==> config.mk <==
export PLATFORM = sky130hd
export DESIGN_NAME = dma_source_chain_channel_unit_flat
export DESIGN_NICKNAME = d
export VERILOG_FILES = /design/src/rtl/dsc_pkg.sv /design/src/rtl/dsc_ifs.sv /design/src/rtl/dsc_step.sv /design/src/rtl/dma_source_chain_channel_unit.sv /design/src/flat_wrapper.sv
export SDC_FILE = /design/constraint.sdc
export NUM_CORES = 1
export LEC_CHECK = 0
export BUFFER_PORTS_ARGS = -buffer_cell sky130_fd_sc_hd__buf_2
export CAP_MARGIN = 20
export CORE_MARGIN = 2
export CORE_UTILIZATION = 51
export CTS_CLUSTER_DIAMETER = 80
export DETAILED_ROUTE_END_ITERATION = 12
export PLACE_DENSITY = 0.77
export SKIP_LAST_GASP = 1
export SLEW_MARGIN = 20
export SYNTH_ARGS = -nofsm -noshare
export SYNTH_HDL_FRONTEND = slang
export SYNTH_SLANG_ARGS = --single-unit
==> constraint.sdc <==
create_clock -name i_clk -period 3.87 [get_ports i_clk]
set_input_delay 0.1935 -clock i_clk [delete_from_list [all_inputs] [get_ports i_clk]]
set_output_delay 0.1935 -clock i_clk [all_outputs]
set_load 0.02 [all_outputs]
==> src/rtl/dsc_pkg.sv <==
// ----------------------------------------------------------------------------
// dsc_pkg
// Types, codes and constants of the source-chain DMA channel.
// ----------------------------------------------------------------------------
package dsc_pkg;

    // Default depth of the address stack
    localparam int STACK_ENTRIES_DEF = 2;

    // Request operations
    localparam logic [2:0] OP_WR_CTRL  = 3'd0;
    localparam logic [2:0] OP_WR_MADR  = 3'd1;
    localparam logic [2:0] OP_WR_QWC   = 3'd2;
    localparam logic [2:0] OP_WR_TADR  = 3'd3;
    localparam logic [2:0] OP_WR_STACK = 3'd4;
    localparam logic [2:0] OP_QWORD    = 3'd5;
    localparam logic [2:0] OP_TAG      = 3'd6;
    localparam logic [2:0] OP_COMPLETE = 3'd7;

    // Error codes
    localparam logic [3:0] ERR_OK       = 4'd0;
    localparam logic [3:0] ERR_BAD_BITS = 4'd1;
    localparam logic [3:0] ERR_DIR      = 4'd2;
    localparam logic [3:0] ERR_MODE     = 4'd3;
    localparam logic [3:0] ERR_CHANGED  = 4'd4;
    localparam logic [3:0] ERR_BAD_SP   = 4'd5;
    localparam logic [3:0] ERR_BUSY     = 4'd6;
    localparam logic [3:0] ERR_SPR      = 4'd7;
    localparam logic [3:0] ERR_INDEX    = 4'd8;
    localparam logic [3:0] ERR_ZERO_QWC = 4'd9;
    localparam logic [3:0] ERR_TAG_SPR  = 4'd10;

    // Tag ids
    localparam logic [2:0] TAG_REFE = 3'd0;
    localparam logic [2:0] TAG_CNT  = 3'd1;
    localparam logic [2:0] TAG_NEXT = 3'd2;
    localparam logic [2:0] TAG_REF  = 3'd3;
    localparam logic [2:0] TAG_REFS = 3'd4;
    localparam logic [2:0] TAG_CALL = 3'd5;
    localparam logic [2:0] TAG_RET  = 3'd6;

    // Channel modes
    localparam logic [1:0] MODE_NORMAL = 2'd0;
    localparam logic [1:0] MODE_CHAIN  = 2'd1;

    // Masks and control layout
    localparam logic [31:0] ADDR_MASK  = 32'h7fff_fff0;
    localparam logic [31:0] C_WRITABLE = 32'hffff_01fd;
    localparam logic [31:0] C_START    = 32'h0000_0100;
    localparam logic [31:0] QW_BYTES   = 32'd16;
    localparam int          START_BIT  = 8;
    localparam int          TIE_BIT    = 7;
    localparam int          SPR_BIT    = 31;
    localparam int          DIR_BIT    = 0;

    // One request as it enters the step logic
    typedef struct packed {
        logic [2:0]  operation;
        logic [1:0]  stack_slot;
        logic [31:0] write_value;
        logic [31:0] tag_low_word;
        logic [31:0] tag_high_word;
    } t_req;

    // Channel registers other than the address stack
    typedef struct packed {
        logic [31:0] ctrl;
        logic [31:0] madr;
        logic [15:0] qwc;
        logic [31:0] tadr;
        logic [1:0]  depth;
        logic        eap;
    } t_chan;

    // Status of one step
    typedef struct packed {
        logic [3:0] err;
        logic       done;
        logic       rst_cont;
    } t_status;

endpackage

==> src/rtl/dsc_ifs.sv <==
// ----------------------------------------------------------------------------
// dsc_ifs
// Request and result channels of the source-chain DMA channel.
// ----------------------------------------------------------------------------
interface dsc_in_if;
    logic        valid;
    logic        ready;
    logic [2:0]  operation;
    logic [1:0]  stack_slot;
    logic [31:0] write_value;
    logic [31:0] tag_low_word;
    logic [31:0] tag_high_word;

    modport source (output valid, operation, stack_slot, write_value,
                    tag_low_word, tag_high_word, input ready);
    modport sink   (input valid, operation, stack_slot, write_value,
                    tag_low_word, tag_high_word, output ready);
endinterface

interface dsc_out_if;
    logic        valid;
    logic        ready;
    logic [3:0]  error_code;
    logic        transfer_complete;
    logic        reset_continuation;
    logic [31:0] control_readback;
    logic [31:0] memory_address_readback;
    logic [15:0] count_readback;
    logic [31:0] tag_address_readback;
    logic [31:0] stack_entry0_readback;
    logic [31:0] stack_entry1_readback;

    modport source (output valid, error_code, transfer_complete, reset_continuation,
                    control_readback, memory_address_readback, count_readback,
                    tag_address_readback, stack_entry0_readback,
                    stack_entry1_readback, input ready);
    modport sink   (input valid, error_code, transfer_complete, reset_continuation,
                    control_readback, memory_address_readback, count_readback,
                    tag_address_readback, stack_entry0_readback,
                    stack_entry1_readback, output ready);
endinterface

==> src/rtl/dsc_step.sv <==
// ----------------------------------------------------------------------------
// dsc_step
// Next-state and status logic for one channel request.
// ----------------------------------------------------------------------------
module dsc_step #(
    parameter int STACK_ENTRIES = dsc_pkg::STACK_ENTRIES_DEF
) (
    input  dsc_pkg::t_req                       i_req,
    input  dsc_pkg::t_chan                      i_cur,
    input  logic [STACK_ENTRIES-1:0][31:0]      i_stack,
    input  logic                                i_from_mem_only,
    output dsc_pkg::t_chan                      o_nxt,
    output logic [STACK_ENTRIES-1:0][31:0]      o_stack,
    output dsc_pkg::t_status                    o_status
);

    localparam logic [1:0] SE_W = 2'(STACK_ENTRIES);

    logic [31:0] v;
    logic [31:0] low;
    logic [31:0] high;
    logic        active;
    logic [2:0]  tag_id;
    logic [15:0] tag_qwc;
    logic [31:0] inl;
    logic [31:0] after;
    logic [31:0] tag_addr;
    logic        push_ok;
    logic        pop_ok;
    logic [31:0] pop_val;
    logic [1:0]  ctrl_mode;

    assign v         = i_req.write_value;
    assign low       = i_req.tag_low_word;
    assign high      = i_req.tag_high_word;
    assign active    = i_cur.ctrl[dsc_pkg::START_BIT];
    assign tag_id    = low[30:28];
    assign tag_qwc   = low[15:0];
    assign inl       = i_cur.tadr + dsc_pkg::QW_BYTES;
    assign after     = inl + {12'd0, tag_qwc, 4'd0};
    assign tag_addr  = high & dsc_pkg::ADDR_MASK;
    assign push_ok   = i_cur.depth < SE_W;
    assign pop_ok    = (i_cur.depth != 2'd0) && (i_cur.depth <= SE_W);
    assign ctrl_mode = v[3:2];

    // Select the top of stack for a return
    always_comb begin
        pop_val = '0;
        for (int k = 0; k < STACK_ENTRIES; k++) begin
            if (i_cur.depth == 2'(k + 1)) begin
                pop_val = i_stack[k];
            end
        end
    end

    // Evaluate the request
    always_comb begin
        o_nxt    = i_cur;
        o_stack  = i_stack;
        o_status = '{err: dsc_pkg::ERR_OK, done: 1'b0, rst_cont: 1'b0};
        case (i_req.operation)
            dsc_pkg::OP_WR_CTRL: begin
                if ((v & ~dsc_pkg::C_WRITABLE) != 32'd0) begin
                    o_status.err = dsc_pkg::ERR_BAD_BITS;
                end else if (i_from_mem_only && !v[dsc_pkg::DIR_BIT]) begin
                    o_status.err = dsc_pkg::ERR_DIR;
                end else if (ctrl_mode != dsc_pkg::MODE_NORMAL &&
                             ctrl_mode != dsc_pkg::MODE_CHAIN) begin
                    o_status.err = dsc_pkg::ERR_MODE;
                end else if (active) begin
                    if (((i_cur.ctrl ^ v) & ~dsc_pkg::C_START) != 32'd0) begin
                        o_status.err = dsc_pkg::ERR_CHANGED;
                    end else if (!v[dsc_pkg::START_BIT]) begin
                        // Stop the channel
                        o_nxt.ctrl[dsc_pkg::START_BIT] = 1'b0;
                        o_nxt.eap                      = 1'b0;
                        o_status.rst_cont              = 1'b1;
                    end
                end else if (v[5:4] > SE_W) begin
                    o_status.err = dsc_pkg::ERR_BAD_SP;
                end else begin
                    o_nxt.ctrl        = v;
                    o_nxt.depth       = v[5:4];
                    o_nxt.eap         = 1'b0;
                    o_status.rst_cont = 1'b1;
                end
            end
            dsc_pkg::OP_WR_MADR, dsc_pkg::OP_WR_TADR: begin
                if (active) begin
                    o_status.err = dsc_pkg::ERR_BUSY;
                end else if (v[dsc_pkg::SPR_BIT]) begin
                    o_status.err = dsc_pkg::ERR_SPR;
                end else if (i_req.operation == dsc_pkg::OP_WR_MADR) begin
                    o_nxt.madr = v & dsc_pkg::ADDR_MASK;
                end else begin
                    o_nxt.tadr = v & dsc_pkg::ADDR_MASK;
                end
            end
            dsc_pkg::OP_WR_QWC: begin
                if (active) begin
                    o_status.err = dsc_pkg::ERR_BUSY;
                end else begin
                    o_nxt.qwc = v[15:0];
                end
            end
            dsc_pkg::OP_WR_STACK: begin
                if (active) begin
                    o_status.err = dsc_pkg::ERR_BUSY;
                end else if ({1'b0, i_req.stack_slot} >= 3'(STACK_ENTRIES)) begin
                    o_status.err = dsc_pkg::ERR_INDEX;
                end else if (v[dsc_pkg::SPR_BIT]) begin
                    o_status.err = dsc_pkg::ERR_SPR;
                end else begin
                    for (int k = 0; k < STACK_ENTRIES; k++) begin
                        if (i_req.stack_slot == 2'(k)) begin
                            o_stack[k] = v & dsc_pkg::ADDR_MASK;
                        end
                    end
                end
            end
            dsc_pkg::OP_QWORD: begin
                if (i_cur.qwc == 16'd0) begin
                    o_status.err = dsc_pkg::ERR_ZERO_QWC;
                end else begin
                    o_nxt.madr    = i_cur.madr + dsc_pkg::QW_BYTES;
                    o_nxt.qwc     = i_cur.qwc - 16'd1;
                    o_status.done = (i_cur.qwc == 16'd1) &&
                                    (i_cur.eap || i_cur.ctrl[3:2] == dsc_pkg::MODE_NORMAL);
                end
            end
            dsc_pkg::OP_TAG: begin
                if (high[dsc_pkg::SPR_BIT]) begin
                    o_status.err = dsc_pkg::ERR_TAG_SPR;
                end else begin
                    // Load tag field, count and the interrupt-driven end flag
                    o_nxt.ctrl[31:16] = low[31:16];
                    o_nxt.qwc         = tag_qwc;
                    o_nxt.eap         = low[31] & i_cur.ctrl[dsc_pkg::TIE_BIT];
                    case (tag_id)
                        dsc_pkg::TAG_REFE: begin
                            o_nxt.madr = tag_addr;
                            o_nxt.tadr = inl;
                            o_nxt.eap  = 1'b1;
                        end
                        dsc_pkg::TAG_CNT: begin
                            o_nxt.madr = inl;
                            o_nxt.tadr = after;
                        end
                        dsc_pkg::TAG_NEXT: begin
                            o_nxt.madr = inl;
                            o_nxt.tadr = tag_addr;
                        end
                        dsc_pkg::TAG_REF, dsc_pkg::TAG_REFS: begin
                            o_nxt.madr = tag_addr;
                            o_nxt.tadr = inl;
                        end
                        dsc_pkg::TAG_CALL: begin
                            if (push_ok) begin
                                // Push the return address
                                for (int k = 0; k < STACK_ENTRIES; k++) begin
                                    if (i_cur.depth == 2'(k)) begin
                                        o_stack[k] = after;
                                    end
                                end
                                o_nxt.depth     = i_cur.depth + 2'd1;
                                o_nxt.ctrl[5:4] = i_cur.depth + 2'd1;
                                o_nxt.madr      = inl;
                                o_nxt.tadr      = tag_addr;
                            end
                        end
                        dsc_pkg::TAG_RET: begin
                            o_nxt.madr = inl;
                            if (pop_ok) begin
                                o_nxt.depth     = i_cur.depth - 2'd1;
                                o_nxt.ctrl[5:4] = i_cur.depth - 2'd1;
                                o_nxt.tadr      = pop_val;
                            end else begin
                                o_nxt.tadr = after;
                                o_nxt.eap  = 1'b1;
                            end
                        end
                        default: begin
                            o_nxt.madr = inl;
                            o_nxt.tadr = after;
                            o_nxt.eap  = 1'b1;
                        end
                    endcase
                    // Overflowing call always ends the transfer
                    o_status.done = ((tag_id == dsc_pkg::TAG_CALL) && !push_ok) ||
                                    ((o_nxt.qwc == 16'd0) && o_nxt.eap);
                end
            end
            default: begin
                // End-of-transfer event
                o_nxt.ctrl[dsc_pkg::START_BIT] = 1'b0;
                o_nxt.eap                      = 1'b0;
            end
        endcase
    end

endmodule

==> src/rtl/dma_source_chain_channel_unit.sv <==
// ----------------------------------------------------------------------------
// dma_source_chain_channel_unit
// Source-chain DMA channel: register writes, quadword advance, tag decode.
// ----------------------------------------------------------------------------
// Accepts one request per clock and returns one result per request, in order.
// A request is captured in an input register and evaluated against the channel
// registers; its result lands in the output register once that register is
// empty or being drained, and stays there until ready takes it. Channel
// state is updated in the same cycle the result is registered, so a request
// sees every earlier request's effect. Throughput is one request per cycle
// whenever the result is taken; a waiting result holds the request behind it
// in the input register, and input ready drops once that register is full.
// from_memory_only is set through i_cfg_we and i_cfg_wdata and should change
// only while no request is in flight.
module dma_source_chain_channel_unit #(
    parameter int STACK_ENTRIES = dsc_pkg::STACK_ENTRIES_DEF
) (
    input  logic       i_clk,
    input  logic       i_rst_n,
    dsc_in_if.sink     i_in,
    dsc_out_if.source  o_out,
    input  logic       i_cfg_we,
    input  logic       i_cfg_wdata
);

    logic                             r_in_valid;
    dsc_pkg::t_req                    r_req;
    logic                             r_out_valid;
    dsc_pkg::t_status                 r_status;
    logic                             r_from_mem_only;
    dsc_pkg::t_chan                   r_chan;
    logic [STACK_ENTRIES-1:0][31:0]   r_stack;

    dsc_pkg::t_chan                   n_chan;
    logic [STACK_ENTRIES-1:0][31:0]   n_stack;
    dsc_pkg::t_status                 n_status;
    logic                             advance;
    logic                             fire;

    // Output stage may load when empty or being drained
    assign advance    = !r_out_valid || o_out.ready;
    assign fire       = r_in_valid && advance;
    assign i_in.ready = !r_in_valid || advance;

    // Hold the configuration bit
    always_ff @(posedge i_clk) begin
        if (!i_rst_n) begin
            r_from_mem_only <= 1'b1;
        end else if (i_cfg_we) begin
            r_from_mem_only <= i_cfg_wdata;
        end
    end

    // Capture an incoming request
    always_ff @(posedge i_clk) begin
        if (!i_rst_n) begin
            r_in_valid <= 1'b0;
        end else if (i_in.ready) begin
            r_in_valid <= i_in.valid;
        end
    end

    always_ff @(posedge i_clk) begin
        if (i_in.valid && i_in.ready) begin
            r_req <= '{operation:     i_in.operation,
                       stack_slot:    i_in.stack_slot,
                       write_value:   i_in.write_value,
                       tag_low_word:  i_in.tag_low_word,
                       tag_high_word: i_in.tag_high_word};
        end
    end

    dsc_step #(
        .STACK_ENTRIES (STACK_ENTRIES)
    ) u_step (
        .i_req           (r_req),
        .i_cur           (r_chan),
        .i_stack         (r_stack),
        .i_from_mem_only (r_from_mem_only),
        .o_nxt           (n_chan),
        .o_stack         (n_stack),
        .o_status        (n_status)
    );

    // Advance channel state on each evaluated request
    always_ff @(posedge i_clk) begin
        if (!i_rst_n) begin
            r_chan  <= '0;
            r_stack <= '0;
        end else if (fire) begin
            r_chan  <= n_chan;
            r_stack <= n_stack;
        end
    end

    // Result valid flag
    always_ff @(posedge i_clk) begin
        if (!i_rst_n) begin
            r_out_valid <= 1'b0;
        end else if (advance) begin
            r_out_valid <= r_in_valid;
        end
    end

    always_ff @(posedge i_clk) begin
        if (fire) begin
            r_status <= n_status;
        end
    end

    // Drive the result; readbacks show the registers after the request
    assign o_out.valid                   = r_out_valid;
    assign o_out.error_code              = r_status.err;
    assign o_out.transfer_complete       = r_status.done;
    assign o_out.reset_continuation      = r_status.rst_cont;
    assign o_out.control_readback        = r_chan.ctrl;
    assign o_out.memory_address_readback = r_chan.madr;
    assign o_out.count_readback          = r_chan.qwc;
    assign o_out.tag_address_readback    = r_chan.tadr;
    assign o_out.stack_entry0_readback   = r_stack[0];

    generate
        if (STACK_ENTRIES > 1) begin : g_entry1
            assign o_out.stack_entry1_readback = r_stack[STACK_ENTRIES > 1 ? 1 : 0];
        end else begin : g_no_entry1
            assign o_out.stack_entry1_readback = 32'd0;
        end
    endgenerate

endmodule

==> src/flat_wrapper.sv <==
// flat-port wrapper written by rule: the top's interface ports become plain ports
module dma_source_chain_channel_unit_flat 
#(
    parameter int STACK_ENTRIES = dsc_pkg::STACK_ENTRIES_DEF
)
  (i_clk, i_rst_n, i_cfg_we, i_cfg_wdata, i_in_valid, i_in_operation, i_in_stack_slot, i_in_write_value, i_in_tag_low_word, i_in_tag_high_word, i_in_ready, o_out_valid, o_out_error_code, o_out_transfer_complete, o_out_reset_continuation, o_out_control_readback, o_out_memory_address_readback, o_out_count_readback, o_out_tag_address_readback, o_out_stack_entry0_readback, o_out_stack_entry1_readback, o_out_ready);
  dsc_in_if i_in_i ();
  dsc_out_if o_out_i ();
  input  logic i_clk;
  input  logic i_rst_n;
  input  logic i_cfg_we;
  input  logic i_cfg_wdata;
  input wire logic [$bits(i_in_i.valid)-1:0] i_in_valid;
  input wire logic [$bits(i_in_i.operation)-1:0] i_in_operation;
  input wire logic [$bits(i_in_i.stack_slot)-1:0] i_in_stack_slot;
  input wire logic [$bits(i_in_i.write_value)-1:0] i_in_write_value;
  input wire logic [$bits(i_in_i.tag_low_word)-1:0] i_in_tag_low_word;
  input wire logic [$bits(i_in_i.tag_high_word)-1:0] i_in_tag_high_word;
  output wire logic [$bits(i_in_i.ready)-1:0] i_in_ready;
  output wire logic [$bits(o_out_i.valid)-1:0] o_out_valid;
  output wire logic [$bits(o_out_i.error_code)-1:0] o_out_error_code;
  output wire logic [$bits(o_out_i.transfer_complete)-1:0] o_out_transfer_complete;
  output wire logic [$bits(o_out_i.reset_continuation)-1:0] o_out_reset_continuation;
  output wire logic [$bits(o_out_i.control_readback)-1:0] o_out_control_readback;
  output wire logic [$bits(o_out_i.memory_address_readback)-1:0] o_out_memory_address_readback;
  output wire logic [$bits(o_out_i.count_readback)-1:0] o_out_count_readback;
  output wire logic [$bits(o_out_i.tag_address_readback)-1:0] o_out_tag_address_readback;
  output wire logic [$bits(o_out_i.stack_entry0_readback)-1:0] o_out_stack_entry0_readback;
  output wire logic [$bits(o_out_i.stack_entry1_readback)-1:0] o_out_stack_entry1_readback;
  input wire logic [$bits(o_out_i.ready)-1:0] o_out_ready;
  assign i_in_i.valid = i_in_valid;
  assign i_in_i.operation = i_in_operation;
  assign i_in_i.stack_slot = i_in_stack_slot;
  assign i_in_i.write_value = i_in_write_value;
  assign i_in_i.tag_low_word = i_in_tag_low_word;
  assign i_in_i.tag_high_word = i_in_tag_high_word;
  assign i_in_ready = i_in_i.ready;
  assign o_out_valid = o_out_i.valid;
  assign o_out_error_code = o_out_i.error_code;
  assign o_out_transfer_complete = o_out_i.transfer_complete;
  assign o_out_reset_continuation = o_out_i.reset_continuation;
  assign o_out_control_readback = o_out_i.control_readback;
  assign o_out_memory_address_readback = o_out_i.memory_address_readback;
  assign o_out_count_readback = o_out_i.count_readback;
  assign o_out_tag_address_readback = o_out_i.tag_address_readback;
  assign o_out_stack_entry0_readback = o_out_i.stack_entry0_readback;
  assign o_out_stack_entry1_readback = o_out_i.stack_entry1_readback;
  assign o_out_i.ready = o_out_ready;
  dma_source_chain_channel_unit #(.STACK_ENTRIES(STACK_ENTRIES)) u_core (.i_clk(i_clk), .i_rst_n(i_rst_n), .i_in(i_in_i), .o_out(o_out_i), .i_cfg_we(i_cfg_we), .i_cfg_wdata(i_cfg_wdata));
endmodule
Yosys cells after proc, flatten, opt, wreduce, memory -nomap -nowiden. Cells that the tools add are included.

Register bits: 289. Output and inout port bits: 184. Word-level logic and storage cells: 217.

Add/subtract/negate cells: 6. $lt $le $gt $ge: 4. Equal/unequal tests: 44. Muxes and demuxes: 83. Bitwise operators: 10. Reductions and logical operators: 48.

Operator list (count): $mux W32 (18); $mux W64 (6); $pmux W32 S2 (2); $pmux W32 S4 (1); $pmux W64 S2 (1); $pmux W32 S3 (1); $mux W83 (1); $add A32 B5 Y32 const B (2); $reduce_bool A32 Y1 (2); $mux W48 (1); $pmux W16 S3 (1); $ne A2 B2 Y1 const B (21); $mux W34 (1); $add A32 B20 Y32 (1); $logic_not A16 Y1 (2); $mux W16 (2); $mux W4 (8); $pmux W16 S2 (1); $xor A32 B32 Y32 (1); $mux W3 (9); $pmux W4 S6 (1); $mux W23 (1); $reduce_and A10 Y1 (2); $eq A3 B3 Y1 const B (6); 40 further kinds (103).

Logic depth before layout (Yosys ltp).
Word-level depth: 10. Mapped depth: 16. Mapped depth without buffers: 15.

Cells and area by module. Synthesis repeated with hierarchy kept, for this count alone.

Cells, all modules: 2348. Area total of the unflattened synthesis: 19706.4 sq um.

By module, submodules not included: dma_source_chain_channel_unit (instances 1, cells an instance 1007, area an instance 11247.0 sq um, sequential area each 6856.6 sq um); dsc_step (instances 1, cells an instance 1341, area an instance 8459.4 sq um, sequential area each 0.0 sq um).

Worst setup path before layout. Ideal clock, no wire load.

Kind: register to register. From: reg u_core.r_chan (netlist bit u_core.o_out.tag_address_readback[4]). To: reg u_core.r_chan (netlist bit u_core.o_out.tag_address_readback[31]). Library setup time: 0.127 ns. Data arrival time: 3.780 ns. Required time: 3.743 ns. Path slack: -0.037 ns. Cell stages (with the launch flop): 17. Path buffers: 2. Period minus slack after synthesis: 3.907 ns. Cell sequence: dfxtp_1 > ha_1 > and4_2 > clkbuf_1 > nand4_1 > xor2_1 > inv_1 > ha_1 > clkbuf_1 > nand4_1 > nor2_1 > a2111oi_0 > a21oi_1 > o2111ai_4 > nor4_4 > nor4b_1 > or3_1.

Cells in the longest elaborated chain, start to end: 6.

Ends and longest elaborated chain: from (decl) (line dma_source_chain_channel_unit.sv:31) `dsc_pkg::t_chan r_chan;`; from (signal assigned) (line dma_source_chain_channel_unit.sv:91) `r_chan <= n_chan;`; $add A32 B5 Y32 (*) (line dsc_step.sv:39) `assign inl = i_cur.tadr + dsc_pkg::QW_BYTES;`; $add A32 B20 Y32 (line dsc_step.sv:40) `assign after = inl + {12'd0, tag_qwc, 4'd0};`; $mux W32 (line dsc_step.sv:173) `if (pop_ok) begin`; $pmux W32 S4 (*) (line dsc_step.sv:139) `case (tag_id)`; $mux W83 (*) (line dsc_step.sv:132) `if (high[dsc_pkg::SPR_BIT]) begin`; $pmux W32 S2 (*) (line dsc_step.sv:61) `case (i_req.operation)`.

Mark *: on every way between the ends. The rest lies on a longest branch, timed or not. The select of a mux whose other input is x is not followed. A chain may end at the register's enable or synchronous reset.

Final worst setup path.
From: reg u_core.r_chan (netlist bit u_core.o_out.tag_address_readback[10]). To: reg u_core.r_chan (netlist bit u_core.o_out.tag_address_readback[31]).

Same word-level chain as after synthesis.

==> impl_metrics.json <==
{
  "final_nets": 2352,
  "hold_path_end": "u_core.r_from_mem_only$_SDFFE_PN1P_",
  "clock_power_share_pct": 43.4,
  "yosys_warnings": 0,
  "netlist_top_cells_area": "sky130_fd_sc_hd__dfxtp_1, sky130_fd_sc_hd__edfxtp_1, sky130_fd_sc_hd__a21oi_1, sky130_fd_sc_hd__buf_4, sky130_fd_sc_hd__nand2_1",
  "min_path_cells": 3,
  "fin_util_pct": 63.1,
  "synth-edff-count": 103,
  "class_of_the_tightest_hold_or_removal_check": "in -> reg",
  "internal-power_w": 0.00562,
  "regToRegEndpoint": "u_core.o_out.tag_address_readback[31]$_SDFFE_PN0P_",
  "grt_setup_unrepaired": "yes",
  "sequentialPowerShare_pct": 43.6,
  "syn-cell-area_um2": 16400,
  "slew_of_the_pin_with_the_lowest_slew_margin_ps": 1130,
  "groute.layer.met2.usage_pct": 58.5,
  "crit_family": "simple AND/OR/NAND/NOR gates",
  "synthesis.nets": 2077,
  "max_stage_delay_ps": 480,
  "report.final.slew_viol_count": 0,
  "fin_total_pwr_w": 0.00778,
  "portbufs": 286,
  "synth.yosys.seq_area_share_pct": 41.0,
  "grt.met3_usage_pct": 9.43,
  "area_leader_netlist": "sky130_fd_sc_hd__dfxtp_1",
  "worst-path-stages": 13,
  "die_height_um": 183,
  "gp_routability_congestion": 1.03,
  "grt_antenna_before_repair": 4,
  "drt_pre_antenna_iters": 8,
  "layout_common_cells": "sky130_fd_sc_hd__buf_2, sky130_fd_sc_hd__nand2_1, sky130_fd_sc_hd__nor2_1",
  "setup.reg_to_reg.worst_slack_ps": 100,
  "worst-setup-path-type": "reg -> reg",
  "core.rowCount": 65,
  "path_max_fanout": 7,
  "synthArstFlopShare_pct": 0,
  "synthToLayoutAreaGrowth_pct": 21.6,
  "die_w_um": 183,
  "period_minus_slack_ps": 3770,
  "net-switching-power_w": 0.00216,
  "die_area_um2": 33600,
  "worstPathBufferInverterCount": 1,
  "cp-start-kind": "flip-flop",
  "required_ps": 4280,
  "cts_tree": "yes",
  "vdd_drop_max_mv": 0.402,
  "grt.busiest_layer": "met2",
  "cts_made_buffers": 34,
  "path_clk_slew_ps": 60,
  "syn-instance-count": 1943,
  "avgViaCountPerCell": 6.45,
  "ctsLongestPathBuffers": 3,
  "dp_hpwl_um": 48400,
  "remaining_drc_errors": 0,
  "ff2ff_path_depth": 13,
  "crit_chain": "and4_1 -> nand3_2 -> xnor2_1 -> ha_1 -> nand4_1 -> nor2_1 -> a2111oi_1 -> buf_4 -> a21oi_2 -> o2111ai_4 -> nor4_4 -> nor4b_1 -> or3_1",
  "drt.antenna.violating_nets": 0,
  "grt_first_pass_wirelength_um": 99300,
  "syn-mean-instance-area_um2": 8.45,
  "min_from": "i_rst_n",
  "first_global_vias": 15800,
  "detail_route.iter0.violations": 2335,
  "vias": 17100,
  "slowest_cell_on_the_critical_path": "sky130_fd_sc_hd__a2111oi_1",
  "report.final.hold_viol_count": 0,
  "globalRoute.totalOverflow": 0,
  "gr-usage-met1_pct": 54.6,
  "combinationalPowerShare_pct": 13.0,
  "drv_cap": 0,
  "worstPathArrival_ps": 4190,
  "clockRootBuffer": "sky130_fd_sc_hd__clkbuf_16",
  "max-slew-margin-rel_pct": 24.3,
  "drive_gt1_share_pct": 21.3,
  "synth_top_area_share_pct": 22.2,
  "detailed_route_wire_length_um": 67600,
  "skew_ps": 34.2,
  "cts_setup_buffers": 0,
  "layout_commonest_cell": "sky130_fd_sc_hd__buf_2",
  "core_um2": 31600,
  "setup_viol": 0,
  "grt_max_degree": 61,
  "ys_types": 84,
  "synth_ff_type": "sky130_fd_sc_hd__dfxtp_1",
  "final_min_period_over_clock_period_pct": 97.5,
  "power.leakage_nw": 8.03,
  "floorplan.initialDensity_pct": 51.9,
  "clk_latency_ps": 540,
  "power_density_nw_per_um2": 390,
  "wl_per_cell_um": 25.5,
  "crit_reg_reg_startpoint": "u_core.o_out.tag_address_readback[10]$_SDFFE_PN0P_",
  "status": "completed",
  "cts_htree_levels": 2,
  "io_pins": 291,
  "achievable-frequency_mhz": 265,
  "synth-seq-cells": 285,
  "endpoint_kind": "flip-flop",
  "count_of_clock_tree_sinks": 285,
  "switching_fraction_pct": 27.8,
  "gr-usage-all-layers_pct": 39.2
}
==> cells by family (layout without fill, tap and decap cells) <==
family,count (synthesis),after routing,share of synthesized area [%]
AOI/OAI and AO/OA,578,578,22.5
xor gates and xnor gates,84,84,4.48
buffers and inverters,265,565,9.00
other,0,3,0
DFF,285,285,41.0
and+or+nand+nor,687,687,19.8
muxes,17,17,1.04
adders and majority gates,27,27,2.10
==> repair_timing <==
item | in CTS | in global routing
endpoints found under the setup margin | 0 | 28
hold buffers | 101 | 0
gates resized for setup | 0 | 8
hold endpoints to repair | 100 | 0
==> synthesized netlist by cell type (all sizes together), types with 4 or more instances <==
master	instances
edfxtp	103
a31oi	33
and2	20
nand2b	13
a21o	9
buf	126
nor2	196
nand4	23
or4	6
nor4	24
o21ai	150
nand3	65
o2111ai	4
xor2	44
a21oi	169
clkbuf	112
a221oi	24
o211ai	29
nand2	212
or3	15
a222oi	14
inv	25
xnor2	40
a22oi	19
o21a	4
mux2i	16
o221a	7
nand3b	5
dfxtp	182
o22ai	13
o221ai	4
and3b	4
o31ai	8
nor2b	17
nor3	45
a2111oi	6
and4	10
a211oi	43
ha	26
and3	20
a221o	4
==> power by group through the flow <==
stage          clock, W  sequential, W  combinational [W]
6_report        0.00338        0.00339            0.00101
5_1_grt         0.00351        0.00339            0.00107
4_1_cts         0.00337        0.00338           0.000967
3_5_place_dp          0        0.00344           0.000885
3_3_place_gp          0        0.00344           0.000874
2_1_floorplan         0        0.00337           0.000576
==> state kept, by name, indices dropped and copies added, names as in the netlist, 3 cells and up <==
signal,cells
u_core.o_out.control_readback,32
u_core.o_out.count_readback,16
u_core.o_out.error_code,4
u_core.o_out.memory_address_readback,32
u_core.o_out.stack_entry0_readback,32
u_core.o_out.stack_entry1_readback,32
u_core.o_out.tag_address_readback,32
u_core.r_chan,3
u_core.r_req,97
==> how the worst max path moves through the flow <==
stage | start | end | slack (ps)
floorplan | u_core.o_out.tag_address_readback[4]$_SDFFE_PN0P_ | u_core.o_out.tag_address_readback[31]$_SDFFE_PN0P_ | 70
global placement | u_core.o_out.tag_address_readback[4]$_SDFFE_PN0P_ | u_core.o_out.tag_address_readback[31]$_SDFFE_PN0P_ | 90
detailed placement | u_core.o_out.tag_address_readback[4]$_SDFFE_PN0P_ | u_core.o_out.tag_address_readback[31]$_SDFFE_PN0P_ | 60
CTS | u_core.o_out.tag_address_readback[4]$_SDFFE_PN0P_ | u_core.o_out.tag_address_readback[31]$_SDFFE_PN0P_ | 30
global route | u_core.o_out.tag_address_readback[4]$_SDFFE_PN0P_ | u_core.o_out.stack_entry1_readback[23]$_SDFFE_PN0P_ | -60
finish | u_core.o_out.tag_address_readback[10]$_SDFFE_PN0P_ | u_core.o_out.tag_address_readback[31]$_SDFFE_PN0P_ | 100
==> layout make-up <==
class,instances,area [µm²]
repair buffers,477,3160
multi-input cells,1393,8280
clock inverters,19,230
well taps,402,503
diodes,3,7.51
clock buffers,42,946
flip-flops and latches,285,6740
inverters,27,103
fillers,2675,11700
==> layer usage <==
| layer | wire length, µm | up-vias |
|---|---|---|
| met1 | 27000 | 8057 |
| met3 | 8900 | 199 |
| met4 | 2880 | 4 |
| li1 | - | 7570 |
| met2 | 28800 | 1261 |
| met5 | 24 | - |
==> worst reg2reg max path: stages (launching register included) <==
cell and delay, ps:
sky130_fd_sc_hd__dfxtp_1 410, sky130_fd_sc_hd__and4_1 380, sky130_fd_sc_hd__nand3_2 180, sky130_fd_sc_hd__xnor2_1 370, sky130_fd_sc_hd__ha_1 340, sky130_fd_sc_hd__nand4_1 180, sky130_fd_sc_hd__nor2_1 80, sky130_fd_sc_hd__a2111oi_1 480
sky130_fd_sc_hd__buf_4 220, sky130_fd_sc_hd__a21oi_2 100, sky130_fd_sc_hd__o2111ai_4 310, sky130_fd_sc_hd__nor4_4 90, sky130_fd_sc_hd__nor4b_1 180, sky130_fd_sc_hd__or3_1 350
==> stage by stage <==
stage	hold slack [ps]	worst slack (ps)	cells	TNS (ps)	area, µm²
after detailed placement	372	58.3	2482	0	17700
after CTS	97.3	32.7	2644	0	19900
after global routing	125	-56.1	2645	-316	20000
after global placement	370	86.7	2482	0	17700
final	116	95.9	2648	0	20000
after floorplan	292	65.7	1943	0	16400
No activity file was read; power rests on OpenSTA's default activity.
